$ cat src/hw/rtl/fbsq_pkg.sv
`timescale 1ns / 1ps
// ----------------------------------------------------------------------------
// fbsq_pkg: shared types and constants of the frame buffer slot queue
// Slot states, command codes, result codes, register reset values and the
// decision record passed from the command stage to the address stage.
// ----------------------------------------------------------------------------
package fbsq_pkg;

  localparam int SLOT_W   = 4;
  localparam int ACTION_W = 3;
  localparam int STATUS_W = 2;
  localparam int ADDR_W   = 64;
  localparam int SPACE_W  = 32;
  localparam int PROD_W   = SLOT_W + SPACE_W;
  localparam int CFG_IDX_W = 1;

  // slot states
  localparam logic [1:0] ST_FREE     = 2'd0;
  localparam logic [1:0] ST_DEQUEUED = 2'd1;
  localparam logic [1:0] ST_QUEUED   = 2'd2;
  localparam logic [1:0] ST_ACQUIRED = 2'd3;

  // commands
  localparam logic [ACTION_W-1:0] ACT_DEQUEUE = 3'd0;
  localparam logic [ACTION_W-1:0] ACT_QUEUE   = 3'd1;
  localparam logic [ACTION_W-1:0] ACT_CANCEL  = 3'd2;
  localparam logic [ACTION_W-1:0] ACT_ACQUIRE = 3'd3;
  localparam logic [ACTION_W-1:0] ACT_RELEASE = 3'd4;

  // result codes
  localparam logic [STATUS_W-1:0] RES_OK          = 2'd0;
  localparam logic [STATUS_W-1:0] RES_NONE_QUEUED = 2'd1;
  localparam logic [STATUS_W-1:0] RES_FORCED      = 2'd2;
  localparam logic [STATUS_W-1:0] RES_RANGE       = 2'd3;

  localparam logic [SLOT_W-1:0] NO_SLOT_MARK = 4'hF;

  // configuration register indexes and reset values
  localparam logic [CFG_IDX_W-1:0] REG_BUFFER_BASE  = 1'd0;
  localparam logic [CFG_IDX_W-1:0] REG_SLOT_SPACING = 1'd1;
  localparam logic [ADDR_W-1:0]    BASE_RESET    = 64'h0000_0000_E000_0000;
  localparam logic [SPACE_W-1:0]   SPACING_RESET = 32'h0040_0000;

  typedef struct packed {
    logic [STATUS_W-1:0] status;
    logic [SLOT_W-1:0]   chosen_slot;
    logic                addr_zero;
    logic [SLOT_W-1:0]   cur_index;
  } fbsq_dec_t;

endpackage

$ cat src/hw/rtl/fbsq_cmd.sv
`timescale 1ns / 1ps
// ----------------------------------------------------------------------------
// fbsq_cmd: slot state table and command decision stage
// Holds the slot states and the dequeue pointer, decides each command
// combinationally and registers chosen slot, result code and scan-out slot.
// ----------------------------------------------------------------------------
module fbsq_cmd
  import fbsq_pkg::*;
#(
  parameter int SLOT_COUNT = 3
) (
  input  logic                clk,
  input  logic                rst,
  input  logic                s_tvalid,
  output logic                s_tready,
  input  logic [7:0]          s_tdata,   // [2:0] action, [6:3] slot
  output logic                dec_valid,
  input  logic                dec_ready,
  output fbsq_dec_t           dec
);

  localparam int IW = $clog2(SLOT_COUNT);

  logic [1:0]          slot_status      [SLOT_COUNT];
  logic [1:0]          slot_status_next [SLOT_COUNT];
  logic [IW-1:0]       next_slot;
  logic [IW-1:0]       next_slot_next;
  fbsq_dec_t           dec_next;

  logic [ACTION_W-1:0] act;
  logic [SLOT_W-1:0]   slot_in;
  logic                in_range;
  logic                s_fire;

  logic                hi_found, lo_found, deq_found, acq_found, cur_found;
  logic [SLOT_W-1:0]   hi_idx, lo_idx, deq_idx, acq_idx, cur_idx;
  logic [SLOT_W:0]     deq_inc;
  logic                elig;

  assign act      = s_tdata[2:0];
  assign slot_in  = s_tdata[6:3];
  assign in_range = {1'b0, slot_in} < (SLOT_W+1)'(SLOT_COUNT);
  assign s_tready = !dec_valid || dec_ready;
  assign s_fire   = s_tvalid && s_tready;

  always_comb begin
    // round-robin search: lowest eligible slot at or above the pointer,
    // else lowest eligible slot overall
    hi_found  = 1'b0;
    lo_found  = 1'b0;
    acq_found = 1'b0;
    hi_idx    = '0;
    lo_idx    = '0;
    acq_idx   = '0;
    for (int k = SLOT_COUNT - 1; k >= 0; k--) begin
      elig = (slot_status[k] == ST_FREE) || (slot_status[k] == ST_ACQUIRED);
      if (elig) begin
        lo_found = 1'b1;
        lo_idx   = SLOT_W'(k);
        if (SLOT_W'(k) >= SLOT_W'(next_slot)) begin
          hi_found = 1'b1;
          hi_idx   = SLOT_W'(k);
        end
      end
      if (slot_status[k] == ST_QUEUED) begin
        acq_found = 1'b1;
        acq_idx   = SLOT_W'(k);
      end
    end
    deq_found = hi_found || lo_found;
    if (hi_found) begin
      deq_idx = hi_idx;
    end else if (lo_found) begin
      deq_idx = lo_idx;
    end else begin
      deq_idx = SLOT_W'(next_slot);
    end
    deq_inc = {1'b0, deq_idx} + (SLOT_W+1)'(1);

    for (int k = 0; k < SLOT_COUNT; k++) begin
      slot_status_next[k] = slot_status[k];
    end
    next_slot_next       = next_slot;
    dec_next.status      = RES_OK;
    dec_next.chosen_slot = slot_in;
    dec_next.addr_zero   = 1'b0;

    case (act)
      ACT_DEQUEUE: begin
        dec_next.chosen_slot = deq_idx;
        if (!deq_found) begin
          dec_next.status = RES_FORCED;
        end
        for (int k = 0; k < SLOT_COUNT; k++) begin
          if (deq_idx == SLOT_W'(k)) begin
            slot_status_next[k] = ST_DEQUEUED;
          end
        end
        next_slot_next = (deq_inc == (SLOT_W+1)'(SLOT_COUNT)) ? '0 : IW'(deq_inc);
      end
      ACT_QUEUE, ACT_CANCEL, ACT_RELEASE: begin
        if (!in_range) begin
          dec_next.status = RES_RANGE;
        end
        for (int k = 0; k < SLOT_COUNT; k++) begin
          if (in_range && slot_in == SLOT_W'(k)) begin
            slot_status_next[k] = (act == ACT_QUEUE) ? ST_QUEUED : ST_FREE;
          end
        end
      end
      ACT_ACQUIRE: begin
        if (acq_found) begin
          dec_next.chosen_slot = acq_idx;
          for (int k = 0; k < SLOT_COUNT; k++) begin
            if (acq_idx == SLOT_W'(k)) begin
              slot_status_next[k] = ST_ACQUIRED;
            end
          end
        end else begin
          dec_next.status      = RES_NONE_QUEUED;
          dec_next.chosen_slot = NO_SLOT_MARK;
          dec_next.addr_zero   = 1'b1;
        end
      end
      default: begin
        // unknown command: echo the slot, leave the state alone
      end
    endcase

    // scan-out slot after the update; slot zero gives the base address
    cur_found = 1'b0;
    cur_idx   = '0;
    for (int k = SLOT_COUNT - 1; k >= 0; k--) begin
      if (slot_status_next[k] == ST_QUEUED || slot_status_next[k] == ST_ACQUIRED) begin
        cur_found = 1'b1;
        cur_idx   = SLOT_W'(k);
      end
    end
    dec_next.cur_index = cur_found ? cur_idx : '0;
  end

  always_ff @(posedge clk) begin
    if (rst) begin
      for (int k = 0; k < SLOT_COUNT; k++) begin
        slot_status[k] <= ST_FREE;
      end
      next_slot <= '0;
      dec_valid <= 1'b0;
    end else begin
      if (s_fire) begin
        for (int k = 0; k < SLOT_COUNT; k++) begin
          slot_status[k] <= slot_status_next[k];
        end
        next_slot <= next_slot_next;
        dec_valid <= 1'b1;
      end else if (dec_ready) begin
        dec_valid <= 1'b0;
      end
    end
  end

  always_ff @(posedge clk) begin
    if (s_fire) begin
      dec <= dec_next;
    end
  end

  a_ptr_range: assert property (@(posedge clk) disable iff (rst)
    SLOT_W'(next_slot) < SLOT_W'(SLOT_COUNT))
    else $error("dequeue pointer out of range");

  a_deq_result: assert property (@(posedge clk) disable iff (rst)
    s_fire && act == ACT_DEQUEUE |=> dec_valid
      && (dec.status == RES_OK || dec.status == RES_FORCED)
      && dec.chosen_slot < SLOT_W'(SLOT_COUNT))
    else $error("dequeue produced a bad decision");

  a_cur_range: assert property (@(posedge clk) disable iff (rst)
    dec_valid |-> dec.cur_index < SLOT_W'(SLOT_COUNT))
    else $error("scan-out slot out of range");

endmodule

$ cat src/hw/rtl/fbsq_addr.sv
`timescale 1ns / 1ps
// ----------------------------------------------------------------------------
// fbsq_addr: address stage and result register
// Holds the base and spacing registers, turns slot indexes into addresses
// and packs the result into the output register.
// ----------------------------------------------------------------------------
module fbsq_addr
  import fbsq_pkg::*;
(
  input  logic                  clk,
  input  logic                  rst,
  input  logic                  cfg_we,
  input  logic [CFG_IDX_W-1:0]  cfg_index,
  input  logic [ADDR_W-1:0]     cfg_data,
  input  logic                  dec_valid,
  output logic                  dec_ready,
  input  fbsq_dec_t             dec,
  output logic                  m_tvalid,
  input  logic                  m_tready,
  // [1:0] status, [5:2] chosen_slot, [69:6] slot buffer address,
  // [133:70] current_address, [135:134] zero
  output logic [135:0]          m_tdata
);

  logic [ADDR_W-1:0]  buffer_base;
  logic [SPACE_W-1:0] slot_spacing;
  logic [PROD_W-1:0]  buf_prod, cur_prod;
  logic [ADDR_W-1:0]  buf_addr, cur_addr;
  logic               dec_fire;

  assign dec_ready = !m_tvalid || m_tready;
  assign dec_fire  = dec_valid && dec_ready;

  assign buf_prod = PROD_W'(dec.chosen_slot) * PROD_W'(slot_spacing);
  assign cur_prod = PROD_W'(dec.cur_index) * PROD_W'(slot_spacing);
  assign buf_addr = dec.addr_zero ? '0 : buffer_base + ADDR_W'(buf_prod);
  assign cur_addr = buffer_base + ADDR_W'(cur_prod);

  always_ff @(posedge clk) begin
    if (rst) begin
      buffer_base  <= BASE_RESET;
      slot_spacing <= SPACING_RESET;
    end else if (cfg_we) begin
      case (cfg_index)
        REG_BUFFER_BASE:  buffer_base  <= cfg_data;
        REG_SLOT_SPACING: slot_spacing <= cfg_data[SPACE_W-1:0];
        default: begin
        end
      endcase
    end
  end

  always_ff @(posedge clk) begin
    if (rst) begin
      m_tvalid <= 1'b0;
    end else if (dec_fire) begin
      m_tvalid <= 1'b1;
    end else if (m_tready) begin
      m_tvalid <= 1'b0;
    end
  end

  always_ff @(posedge clk) begin
    if (dec_fire) begin
      m_tdata <= {2'b00, cur_addr, buf_addr, dec.chosen_slot, dec.status};
    end
  end

  a_fill: assert property (@(posedge clk) disable iff (rst)
    dec_fire |=> m_tvalid)
    else $error("decision transfer lost");

  a_none_queued: assert property (@(posedge clk) disable iff (rst)
    m_tvalid && m_tdata[1:0] == RES_NONE_QUEUED
      |-> m_tdata[5:2] == NO_SLOT_MARK && m_tdata[69:6] == '0)
    else $error("empty acquire carries a slot or address");

  a_hold: assert property (@(posedge clk) disable iff (rst)
    m_tvalid && !m_tready |=> m_tvalid && $stable(m_tdata))
    else $error("stalled result changed");

endmodule

$ cat src/hw/rtl/frame_buffer_slot_queue_unit.sv
`timescale 1ns / 1ps
// ----------------------------------------------------------------------------
// frame_buffer_slot_queue_unit: frame buffer slot queue
// A command passes the decision register, then the address/result register.
// Throughput: one command per cycle while the output is not stalled, set by
// the combinational slot search and state update in the command stage.
// Reset: all slots free, dequeue pointer zero, base and spacing at their
// reset values; no clearing pass, commands are taken right after reset.
// ----------------------------------------------------------------------------
module frame_buffer_slot_queue_unit
  import fbsq_pkg::*;
#(
  parameter int SLOT_COUNT = 3
) (
  input  logic                  clk,
  input  logic                  rst,
  input  logic                  cfg_we,
  input  logic [CFG_IDX_W-1:0]  cfg_index,
  input  logic [ADDR_W-1:0]     cfg_data,
  input  logic                  s_tvalid,
  output logic                  s_tready,
  input  logic [7:0]            s_tdata,   // [2:0] action, [6:3] slot
  output logic                  m_tvalid,
  input  logic                  m_tready,
  // [1:0] status, [5:2] chosen_slot, [69:6] slot buffer address,
  // [133:70] current_address, [135:134] zero
  output logic [135:0]          m_tdata
);

  logic      dec_valid;
  logic      dec_ready;
  fbsq_dec_t dec;

  fbsq_cmd #(
    .SLOT_COUNT (SLOT_COUNT)
  ) u_cmd (
    .clk       (clk),
    .rst       (rst),
    .s_tvalid  (s_tvalid),
    .s_tready  (s_tready),
    .s_tdata   (s_tdata),
    .dec_valid (dec_valid),
    .dec_ready (dec_ready),
    .dec       (dec)
  );

  fbsq_addr u_addr (
    .clk       (clk),
    .rst       (rst),
    .cfg_we    (cfg_we),
    .cfg_index (cfg_index),
    .cfg_data  (cfg_data),
    .dec_valid (dec_valid),
    .dec_ready (dec_ready),
    .dec       (dec),
    .m_tvalid  (m_tvalid),
    .m_tready  (m_tready),
    .m_tdata   (m_tdata)
  );

endmodule

$ cat config.mk
export PLATFORM = sky130hd
export DESIGN_NAME = frame_buffer_slot_queue_unit
export DESIGN_NICKNAME = d
export VERILOG_FILES = /design/src/hw/rtl/fbsq_pkg.sv /design/src/hw/rtl/fbsq_cmd.sv /design/src/hw/rtl/fbsq_addr.sv /design/src/hw/rtl/frame_buffer_slot_queue_unit.sv
export SDC_FILE = /design/constraint.sdc
export NUM_CORES = 1
export LEC_CHECK = 0
export ABC_AREA = 0
export CORE_MARGIN = 4
export CORE_UTILIZATION = 60
export CTS_BUF_LIST = sky130_fd_sc_hd__clkbuf_8
export DETAILED_ROUTE_END_ITERATION = 7
export DONT_BUFFER_PORTS = 1
export PLACE_DENSITY = 0.79
export SLEW_MARGIN = 20
export SYNTH_ARGS = -nofsm -noshare
export SYNTH_HDL_FRONTEND = slang
export SYNTH_SLANG_ARGS = --single-unit
$ cat constraint.sdc
create_clock -name clk -period 28.3 [get_ports clk]
set_input_delay 8.49 -clock clk [delete_from_list [all_inputs] [get_ports clk]]
set_output_delay 8.49 -clock clk [all_outputs]
set_load 0.02 [all_outputs]
After elaboration in Yosys (flattened, before gate mapping)
Memories as Yosys holds them, arrays and structs flattened.
Index checks and enable logic that the tools add are counted.
{"block": "totals", "register_bits": 243, "in_bits": 78, "ram_bits": 6, "out_inout_bits": 138, "mem_count": 1, "wordCells": 144}
{"memory": "u_cmd.slot_status", "depth": 3, "width": 2, "rd": 3, "rd_ports_with_merged_regs": 0, "wr": 3, "line_no": "fbsq_cmd.sv:24", "text": "logic [1:0] slot_status [SLOT_COUNT];"}
{"block": "classes", "n_reduce_logical": 31, "magnitude_cmp": 4, "n_eq_ne": 23, "n_mux": 63, "n_mul": 2, "n_addsub": 3, "bitwise": 5}
{"cell": "64-bit by 36-bit adder with 64-bit output", "count": 2}
{"cell": "2-bit two-way mux", "count": 25}
{"cell": "4-bit by 32-bit multiplier with 36-bit output", "count": 1}
{"cell": "2-bit by 32-bit multiplier with 34-bit output", "count": 1}
{"cell": "4-bit two-way mux", "count": 7}
{"cell": "1-bit two-way mux", "count": 27}
{"cell": "2-bit == test (second input constant)", "count": 13}
{"cell": "6-bit case mux with 3 select lines", "count": 1}
{"cell": "4-bit logical NOT", "count": 3}
{"cell": "1-bit logical OR", "count": 9}
{"cell": "4-bit by 1-bit == test with 1-bit output (second input constant)", "count": 2}
{"cell": "4-bit by 2-bit == test with 1-bit output (second input constant)", "count": 2}
{"cell": "4-bit case mux with 2 select lines", "count": 1}
{"cell": "3-bit by 2-bit == test with 1-bit output (second input constant)", "count": 2}
{"cell": "2-bit logical NOT", "count": 3}
{"cell": "6-bit two-way mux", "count": 1}
{"cell": "2-bit case mux with 3 select lines", "count": 1}
{"cell": "2-bit AND reduction", "count": 3}
{"cell": "3-bit OR reduction", "count": 2}
{"cell": "4-bit by 1-bit adder with 5-bit output (second input constant)", "count": 1}
{"cell": "5-bit by 2-bit == test with 1-bit output (second input constant)", "count": 1}
{"cell": "1-bit logical AND", "count": 5}
{"cell": "1-bit by 2-bit >= comparator with 1-bit output (first input constant)", "count": 2}
{"cell": "4-bit by 2-bit less-than comparator with 1-bit output (second input constant)", "count": 1}
{"cell": "other kinds (10)", "count": 15}

Logic depth before layout (Yosys ltp)
Gate-level depths: netlist of the first run.
An unclocked memory read counts as a cell.
{"block": "depth", "word_depth": 19, "depth_mapped": 26, "ltp_nobuf": 24}

Cells and area by module
Synthesis of the first run repeated with hierarchy kept, for this count alone.
{"block": "unflattened", "cells_unflattened": 2247, "area_unflattened_um2": 20482.1}
{"mod": "fbsq_addr", "seq_area_each_um2": 5965.7, "area_per_inst_um2": 19105.8, "cells_per_inst": 2089, "instances": 1}
{"mod": "fbsq_cmd", "seq_area_each_um2": 510.5, "area_per_inst_um2": 1376.3, "cells_per_inst": 158, "instances": 1}

Worst setup path before layout of the first run
No wires, ideal clock.
{"block": "synth_timing", "path_kind": "input to output", "start": "in m_tready", "end": "out s_tready", "n_path_buf": 0, "required_ns": 19.810, "arrival_ns": 8.864, "path_stages": 2, "path_slack_ns": 10.946, "path_cell_list": "nor2b_1 > nand2_1"}
{"block": "synth_via", "elab_chain_cells": 2}
{"element": "from (decl)", "line_no": "frame_buffer_slot_queue_unit.sv:24", "text": "input logic m_tready,"}
{"element": "1-bit logical OR", "line_no": "fbsq_addr.sv:31", "text": "assign dec_ready = !m_tvalid || m_tready;"}
{"element": "1-bit logical OR", "line_no": "fbsq_cmd.sv:43", "text": "assign s_tready = !dec_valid || dec_ready;"}
{"element": "to (decl)", "line_no": "frame_buffer_slot_queue_unit.sv:21", "text": "output logic s_tready,"}
No other way between the ends.

Final worst setup path of the first run
Ends and elaborated chain as after synthesis.

==> results list, run 1 <==
- Relative to the synthesized area, the layout overhead comes to 6.43%.
- STA classifies the critical path endpoint as a primary output.
* Compound-cell area share of the yosys netlist: 0.151
- Gpl congestion: 0.907
* Post-Synth Simple-Gate Area: 0.198
* Number of clock buffers inserted by TritonCTS: 43
- In this run the mean area of a mapped cell was 8.97 sq um.
- The clock arrives with 0.0369 ns of skew.
- The analysis attributes to cell leakage a power of 8.80 nW.
- After the last flow step, the layout net total stands at 2300.
* Depth of the CTS H-tree: 2
* Place WS: 10.77 ns
- Vias post-DR: between 10000 and 15000
* Routed Wire Length: ~45000 um
- The mapped netlist covers between 15000 and 20000 sq um.
* Post-synthesis sequential element count: 249
* Total grt overflow: 0
* CTS sink cnt: 249
* Clock transition time at the flip-flop clock pins of the worst setup and hold paths: 0.05 ns
- Number of library cell types mapped by synthesis: between 60 and 70
* Die boundary height: 183 um
* Post-DP HPWL: around 33000 um
- Primary flip-flop cell chosen by synthesis mapping: sky130_fd_sc_hd__edfxtp_1
- Setup repair after global routing missed its margin: no
* Via count of the first global-routing pass: 14100
- Fin. max-slew vios: 0
- Max_cap viols: 0
* Drt first pass iters: 8
- At the pin with the least slew margin, the transition time is ~1.1 ns.
- Final Setup Violations: 0
* Wire length of the first global-routing pass: roughly 70000 um
* Number of buffers inserted by port buffering: 0
- The Yosys step of the flow raised 0 warnings.
- Post-Synthesis Cells: ~2100
- Setup slack closes at 10.77 ns.
- At the end of the flow the core is filled with cells to 0.654.
* Antenna-violating nets left: 0
- The kind of cell with the highest combined delay along the critical path is simple AND/OR/NAND/NOR gates.
- Largest family of logic cells by synthesized area: simple AND/OR/NAND/NOR gates
* Post-CTS Setup Inserts: 0
- The path class of the tightest hold or removal check is register to register.
- Largest voltage drop on the vdd net: 0.0326 mV
* DRC violation total after the first TritonRoute iteration: 1192
* Clock latency reported for the late side of the worst-skew pair: 0.59 ns
- CP Data Required Time: around 20 ns
- Die area: 33600 sq um
* Mux contribution to synthesized area: 0.00109
- Worst setup path class: primary input to primary output
- Minimum clock period: 17.53 ns
* CTS tree: done
- Dividing the final minimum period by the clock period gives 0.619.
- The core region is 30000 sq um.
* Largest net degree at the start of global routing: about 100
- Data arrives at the worst endpoint at ~9 ns.
* Hold Fails Final Rpt: 0
- Clock root buffer master: sky130_fd_sc_hd__clkbuf_8
* Initial Util: 0.615
* DRC errors left: 6
- No sink is reached through more buffers than the 3 on the longest clock path.
- The most common cell in the synthesized netlist is sky130_fd_sc_hd__nand2_1.
- Quantity of hold-fixing buffers added after cts: 0
- The final reports fail on design-rule violations.
- FP Rows: 63
- Dividing the detail-routed wire length by the instance count gives around 18 um.
- In the final layout, the share of cells above drive strength 1 is 0.0415.
- Of the post-synthesis cell area, the dominant cell type holds 0.243.
* Total routing resource utilization after global routing: 0.260
* Antenna fix cells: 0
* Antenna violations before repair: 0
- The number of buffers and inverters on the critical path is 0.
- For this run, asynchronously set or reset flops after synthesis account for 0.
- The largest total area in the synthesized netlist belongs to sky130_fd_sc_hd__edfxtp_1.
- The flow ran to the end, but the final reports show violations.
- Startpoint type of the worst setup path: primary input
- Worst-path cell chain: nor2b_1 > nand2_1
- Vias per Instance: 5.96
- Largest fanout of any net on the critical path: 4
* Critical-path top delay cell: sky130_fd_sc_hd__nor2b_1
- Sorting the synthesized cells by area gives the leading types as sky130_fd_sc_hd__edfxtp_1 (24%), sky130_fd_sc_hd__dfxtp_1 (11%), sky130_fd_sc_hd__fa_1 (10%).
- Dividing total power by cell area gives a power density of 48.9 nW/um^2.
- Synth cell count leaders: sky130_fd_sc_hd__nand2_1 (292), sky130_fd_sc_hd__a21oi_1 (210), sky130_fd_sc_hd__and2_1 (174), sky130_fd_sc_hd__inv_1 (153), sky130_fd_sc_hd__edfxtp_1 (149)
* DIE WIDTH: 183 um
* XOR/XNOR Fraction of Synth Area: 0.0647
* Maximum single-stage delay on the critical path: 0.29 ns
- Max frequency: around 57 MHz
- I/O pins: 216
- Gates resized during post-CTS repair numbered 0.
* Sequential element share of the synthesized area: 0.352
- Number of enable flip-flop cells after synthesis: 149
- Of the total synthesized cell area, the portion taken by full adders, half adders and majority gates is 0.182.
- Max-slew headroom at the worst pin: 0.256
- For the final routed database, the setup TNS stands at 0 ns.
==> metrics by stage <==
stage | total power, mW | std cells | cell area [sq um] | hold WS (ns)
finish | 0.959 | 2437 | 19600 | 0.424
global route | 1.00 | 2437 | 19600 | 0.431
CTS | 0.964 | 2437 | 19600 | 0.424
detailed placement | 0.593 | 2357 | 18600 | 0.411
global placement | 0.588 | 2357 | 18600 | 0.407
floorplan | 0.560 | 2053 | 18400 | 0.400
==> worst paths after layout <==
path                start                   to  slack [ns]  cells past startpoint
max reg2reg  u_cmd.dec[1]  u_addr.m_tdata[129]       21.60                     24
max              m_tready             s_tready       10.77                      2
min          u_cmd.dec[9]    u_addr.m_tdata[0]        0.42                      0
min reg2reg  u_cmd.dec[9]    u_addr.m_tdata[0]        0.42                      0
==> placed cells by master, fill, tap and decap left out, types with 15 or more instances in the layout <==
cell type / n
sky130_fd_sc_hd__nand2_1: 291
sky130_fd_sc_hd__a21oi_1: 210
sky130_fd_sc_hd__and2_1: 174
sky130_fd_sc_hd__inv_1: 166
sky130_fd_sc_hd__edfxtp_1: 149
sky130_fd_sc_hd__nor2_1: 117
sky130_fd_sc_hd__ha_1: 115
sky130_fd_sc_hd__dfxtp_1: 100
sky130_fd_sc_hd__fa_1: 95
sky130_fd_sc_hd__xnor2_1: 75
sky130_fd_sc_hd__a21o_1: 72
sky130_fd_sc_hd__xor2_1: 61
sky130_fd_sc_hd__clkbuf_8: 54
sky130_fd_sc_hd__o21ai_0: 53
sky130_fd_sc_hd__nor3_1: 37
sky130_fd_sc_hd__nand3_1: 30
sky130_fd_sc_hd__nand4_1: 22
sky130_fd_sc_hd__nor2b_1: 20
sky130_fd_sc_hd__a31oi_1: 18
sky130_fd_sc_hd__or3_1: 15
sky130_fd_sc_hd__o21bai_1: 15
==> sequential cells by signal, summed over array words and instances (netlist names) <==
register and count:
u_addr.slot_spacing 32, u_addr.m_tvalid 1, u_cmd.dec 9, u_cmd.slot_status 6
u_cmd.dec_valid 1, u_addr.buffer_base 64, u_addr.m_tdata 134, u_cmd.next_slot 2
==> layer usage <==
| layer | vias to the layer above | global-route usage | part of all wire |
|---|---|---|---|
| met3 | 98 | 0.0664 | 0.098 |
| met1 | 6816 | 0.365 | 0.44 |
| met5 | - | 0 | 0 |
| li1 | 6919 | - | - |
| met4 | 0 | 0.0805 | 0.030 |
| met2 | 680 | 0.399 | 0.43 |
==> cell families after synthesis <==
kind of cell	after synthesis
and+or+nand+nor	756
buffers and inverters	246
adders and majority gates	211
xor gates and xnor gates	136
AOI/OAI and AO/OA	451
muxes	2
DFF	249
other	1
==> power by group <==
| group | switching (mW) | internal (mW) | leakage (nW) |
|---|---|---|---|
| sequential | 0.0356 | 0.409 | 2.29 |
| combinational | 0.0877 | 0.0554 | 5.95 |
| clock | 0.159 | 0.212 | 0.558 |
| total | 0.283 | 0.676 | 8.80 |
==> final cells by class <==
type / count / area [sq um]
Timing Repair Buffer: 7 / 52.6
Fill cell: 2418 / 10400
Clock buffer: 54 / 743
Tap cell: 390 / 488
Sequential cell: 249 / 6480
Inverter: 153 / 574
Clock inverter: 26 / 241
Multi-Input combinational cell: 1558 / 11000
Note: power is estimated with default switching activity, not from simulation.
==> run 2, diff against run 1 <==
PLACE_DENSITY = 0.82   (was 0.79)
clock period = 14.55 ns   (was 28.3 ns; I/O delays follow)
==> run 2 against run 1 <==
Combinational power grew 95%. The run now ends clean. Core utilization shrank 0.17 points. Clock skew grew 0.00075 ns. Non-clock buffer count grew 2. Routed wire length shrank 0.77%. Count of clock-buffer cells in the layout shrank 6. Sequential share of layout area grew 0.087 points.
==> results list, run 2 (synthesis gave the netlist of run 1 again) <==
- The starting density of the core came to 0.615 (unchanged).
* Outcome: complete, no violations
* Total grt overflow: 0 (unchanged)
* Core area: 30000 sq um (unchanged)
- The area after detailed placement came to 18600 sq um (about the same).
* Clock root buffer master: sky130_fd_sc_hd__clkbuf_8
* Startpoint type of the worst setup path: primary input
* Vias post-DR: 14500 (-0.11%)
* Largest fanout of any net on the critical path: 4 (unchanged)
- The port buffer count came to 0 (unchanged).
- Slew at the pin closest to its max-slew limit: 1.05 ns (-0.0701 ns)
- Setup repair after global routing left no endpoint under its margin.
- Antenna-violating nets left: 0 (unchanged)
- Post-CTS resize count: 0 (unchanged)
- The y dimension of the die was 183 um (unchanged).
- Wire length of the first global-routing pass: 71400 um (-0.32%)
* Critical-path top delay cell: sky130_fd_sc_hd__nor2b_1
* Post-DP HPWL: 33200 um (-0.54%)
- Power density over the cells: 93.1 nW/um^2 (+90%)
* Number of clock buffers inserted by TritonCTS: 42 (-2.3%)
* # nets final: 2301 (+0.043%)
- The depth of the CTS H-tree was 2 (unchanged).
- The clock latency on the worst-skew pair is 0.59 ns (about the same).
- The total routing resource utilization after global routing was 0.257 (-0.00275).
- CP Data Required Time: 10.18 ns (-9.63 ns)
- The flip-flop count of the largest register after layout came to 134 (unchanged).
* Clock tree skew after final layout: 0.0377 ns (+0.000755 ns)
- The max-capacitance violation count was 0 (unchanged).
- The fraction of layout instances using a drive strength above 1 is 0.0381 (-0.00342).
- The global placement routability congestion is 0.919 (+1.3%).
- Routed length per instance: 18.3 um (-0.77%)
* Min-delay worst type: register to register
- Top flop regs: u_addr.m_tdata: 134 flops, u_addr.buffer_base: 64 flops, u_addr.slot_spacing: 32 flops
- The final instance area is 19500 sq um (-0.26%).
- Finished Layout Cells: 2437 (unchanged)
- The overall die area was 33600 sq um (unchanged).
- The total clock sinks came to 249 (unchanged).
* Commonest cells after routing, fill and taps aside: sky130_fd_sc_hd__nand2_1 (291), sky130_fd_sc_hd__a21oi_1 (210), sky130_fd_sc_hd__and2_1 (174)
- Vias per Instance: 5.95 (-0.11%)
* Hold Fails Final Rpt: 0 (unchanged)
- The number of placement rows came to 63 (unchanged).
- Antenna fix cells: 0 (unchanged)
* Final cycle utilization of the critical path: 0.637
- CTS tree: done
- Largest net degree at the start of global routing: 103 (unchanged)
* Clock transition time at the flip-flop clock pins of the worst setup and hold paths: 0.06 ns (about the same)
- Antenna violations before repair: 0 (unchanged)
* Max-slew headroom at the worst pin: 0.302 (+0.0467)
* DRC errors left: 0 (-6)
* DIE WIDTH: 183 um (unchanged)
- Syn-to-layout area delta: 6.15%
- Routed Wire Length: 44600 um (-0.77%)
- The number of DRC violations after detailed-routing iteration 0 came to 1267 (+6.3%).
- The first-pass detailed-route iteration total came to 5 (-3).
- I/O pins: 216 (unchanged)
- Minimum clock period: 9.26 ns
* Largest voltage drop on the vdd net: 0.0770 mV (+140%)
- The setup slack on the worst flop-to-flop path is 7.82 ns (-13.78 ns).
- Max frequency: 108 MHz
* Largest Register: u_addr.m_tdata
* Count of buffer and inverter cells on the critical path: 0 (unchanged)
- CP delay by family, top: simple AND/OR/NAND/NOR gates
* Data arrival at the endpoint of the critical path: 4.90 ns (-4.14 ns)
- The biggest cell delay along the critical path is 0.28 ns (about the same).
* Leakage power figure: 8.76 nW (-0.45%)
* Quantity of hold-fixing buffers added after cts: 0 (unchanged)
* Total Neg Setup Slack: 0 ns (unchanged)
- The deepest clock path buffer count was 3 (unchanged).
* Type of destination of the critical path: primary output
* Fin. max-slew vios: 0 (unchanged)
- The utilization of the core after routing came to 0.653 (-0.00171).
- Most common library cell in the layout ignoring fill and taps: sky130_fd_sc_hd__nand2_1
- The final-report setup violation count was 0 (unchanged).
- The filler cell count in the final layout was 2373 (-1.9%).
* Via count of the first global-routing pass: 14100 (-0.13%)
* Worst-path cell chain: nor2b_1 > nand2_1
* Post-CTS Setup Inserts: 0 (unchanged)
- The critical path in this run is classified as primary input to primary output.
- Placed Cells incl. Taps: 2358 (+0.042%)
[run 2: routing by layer]
metal / global-route usage / vias to the layer above / wire length, um
li1: - / 6915 / -
met1: 0.371 / 6840 / 19600
met2: 0.386 / 646 / 19300
met3: 0.0621 / 96 / 4390
met4: 0.0793 / 0 / 1290
met5: 0 / - / 0
[run 2: power breakdown]
group / switching, mW / internal, mW / total [mW]
combinational: 0.171 / 0.108 / 0.279
clock: 0.299 / 0.378 / 0.677
sequential: 0.0682 / 0.796 / 0.864
total: 0.538 / 1.28 / 1.82
[run 2: worst paths after layout]
kind | from | endpoint | cells after the start
max | m_tready | s_tready | 2
min | u_cmd.dec[9] | u_addr.m_tdata[0] | 0
max reg2reg | u_cmd.dec[1] | u_addr.m_tdata[121] | 24
min reg2reg | u_cmd.dec[9] | u_addr.m_tdata[0] | 0
[run 2: layout make-up]
type / instances / area, sq um / share of cell area
timing repair buffer: 9 / 75.1 / 0.00384
tap: 390 / 488 / 0.0250
inverter: 153 / 574 / 0.0294
clock buffer: 48 / 661 / 0.0338
clock inverter: 30 / 250 / 0.0128
multi-input combinational: 1558 / 11000 / 0.564
sequential: 249 / 6480 / 0.331
[run 2: through the flow]
| step | hold WS (ns) | total power, mW | worst slack [ns] |
|---|---|---|---|
| floorplan | 0.400 | 1.09 | 3.54 |
| global placement | 0.407 | 1.14 | 5.30 |
| detailed placement | 0.426 | 1.15 | 5.28 |
| CTS | 0.442 | 1.83 | 5.28 |
| global route | 0.444 | 1.91 | 5.18 |
| finish | 0.435 | 1.82 | 5.29 |
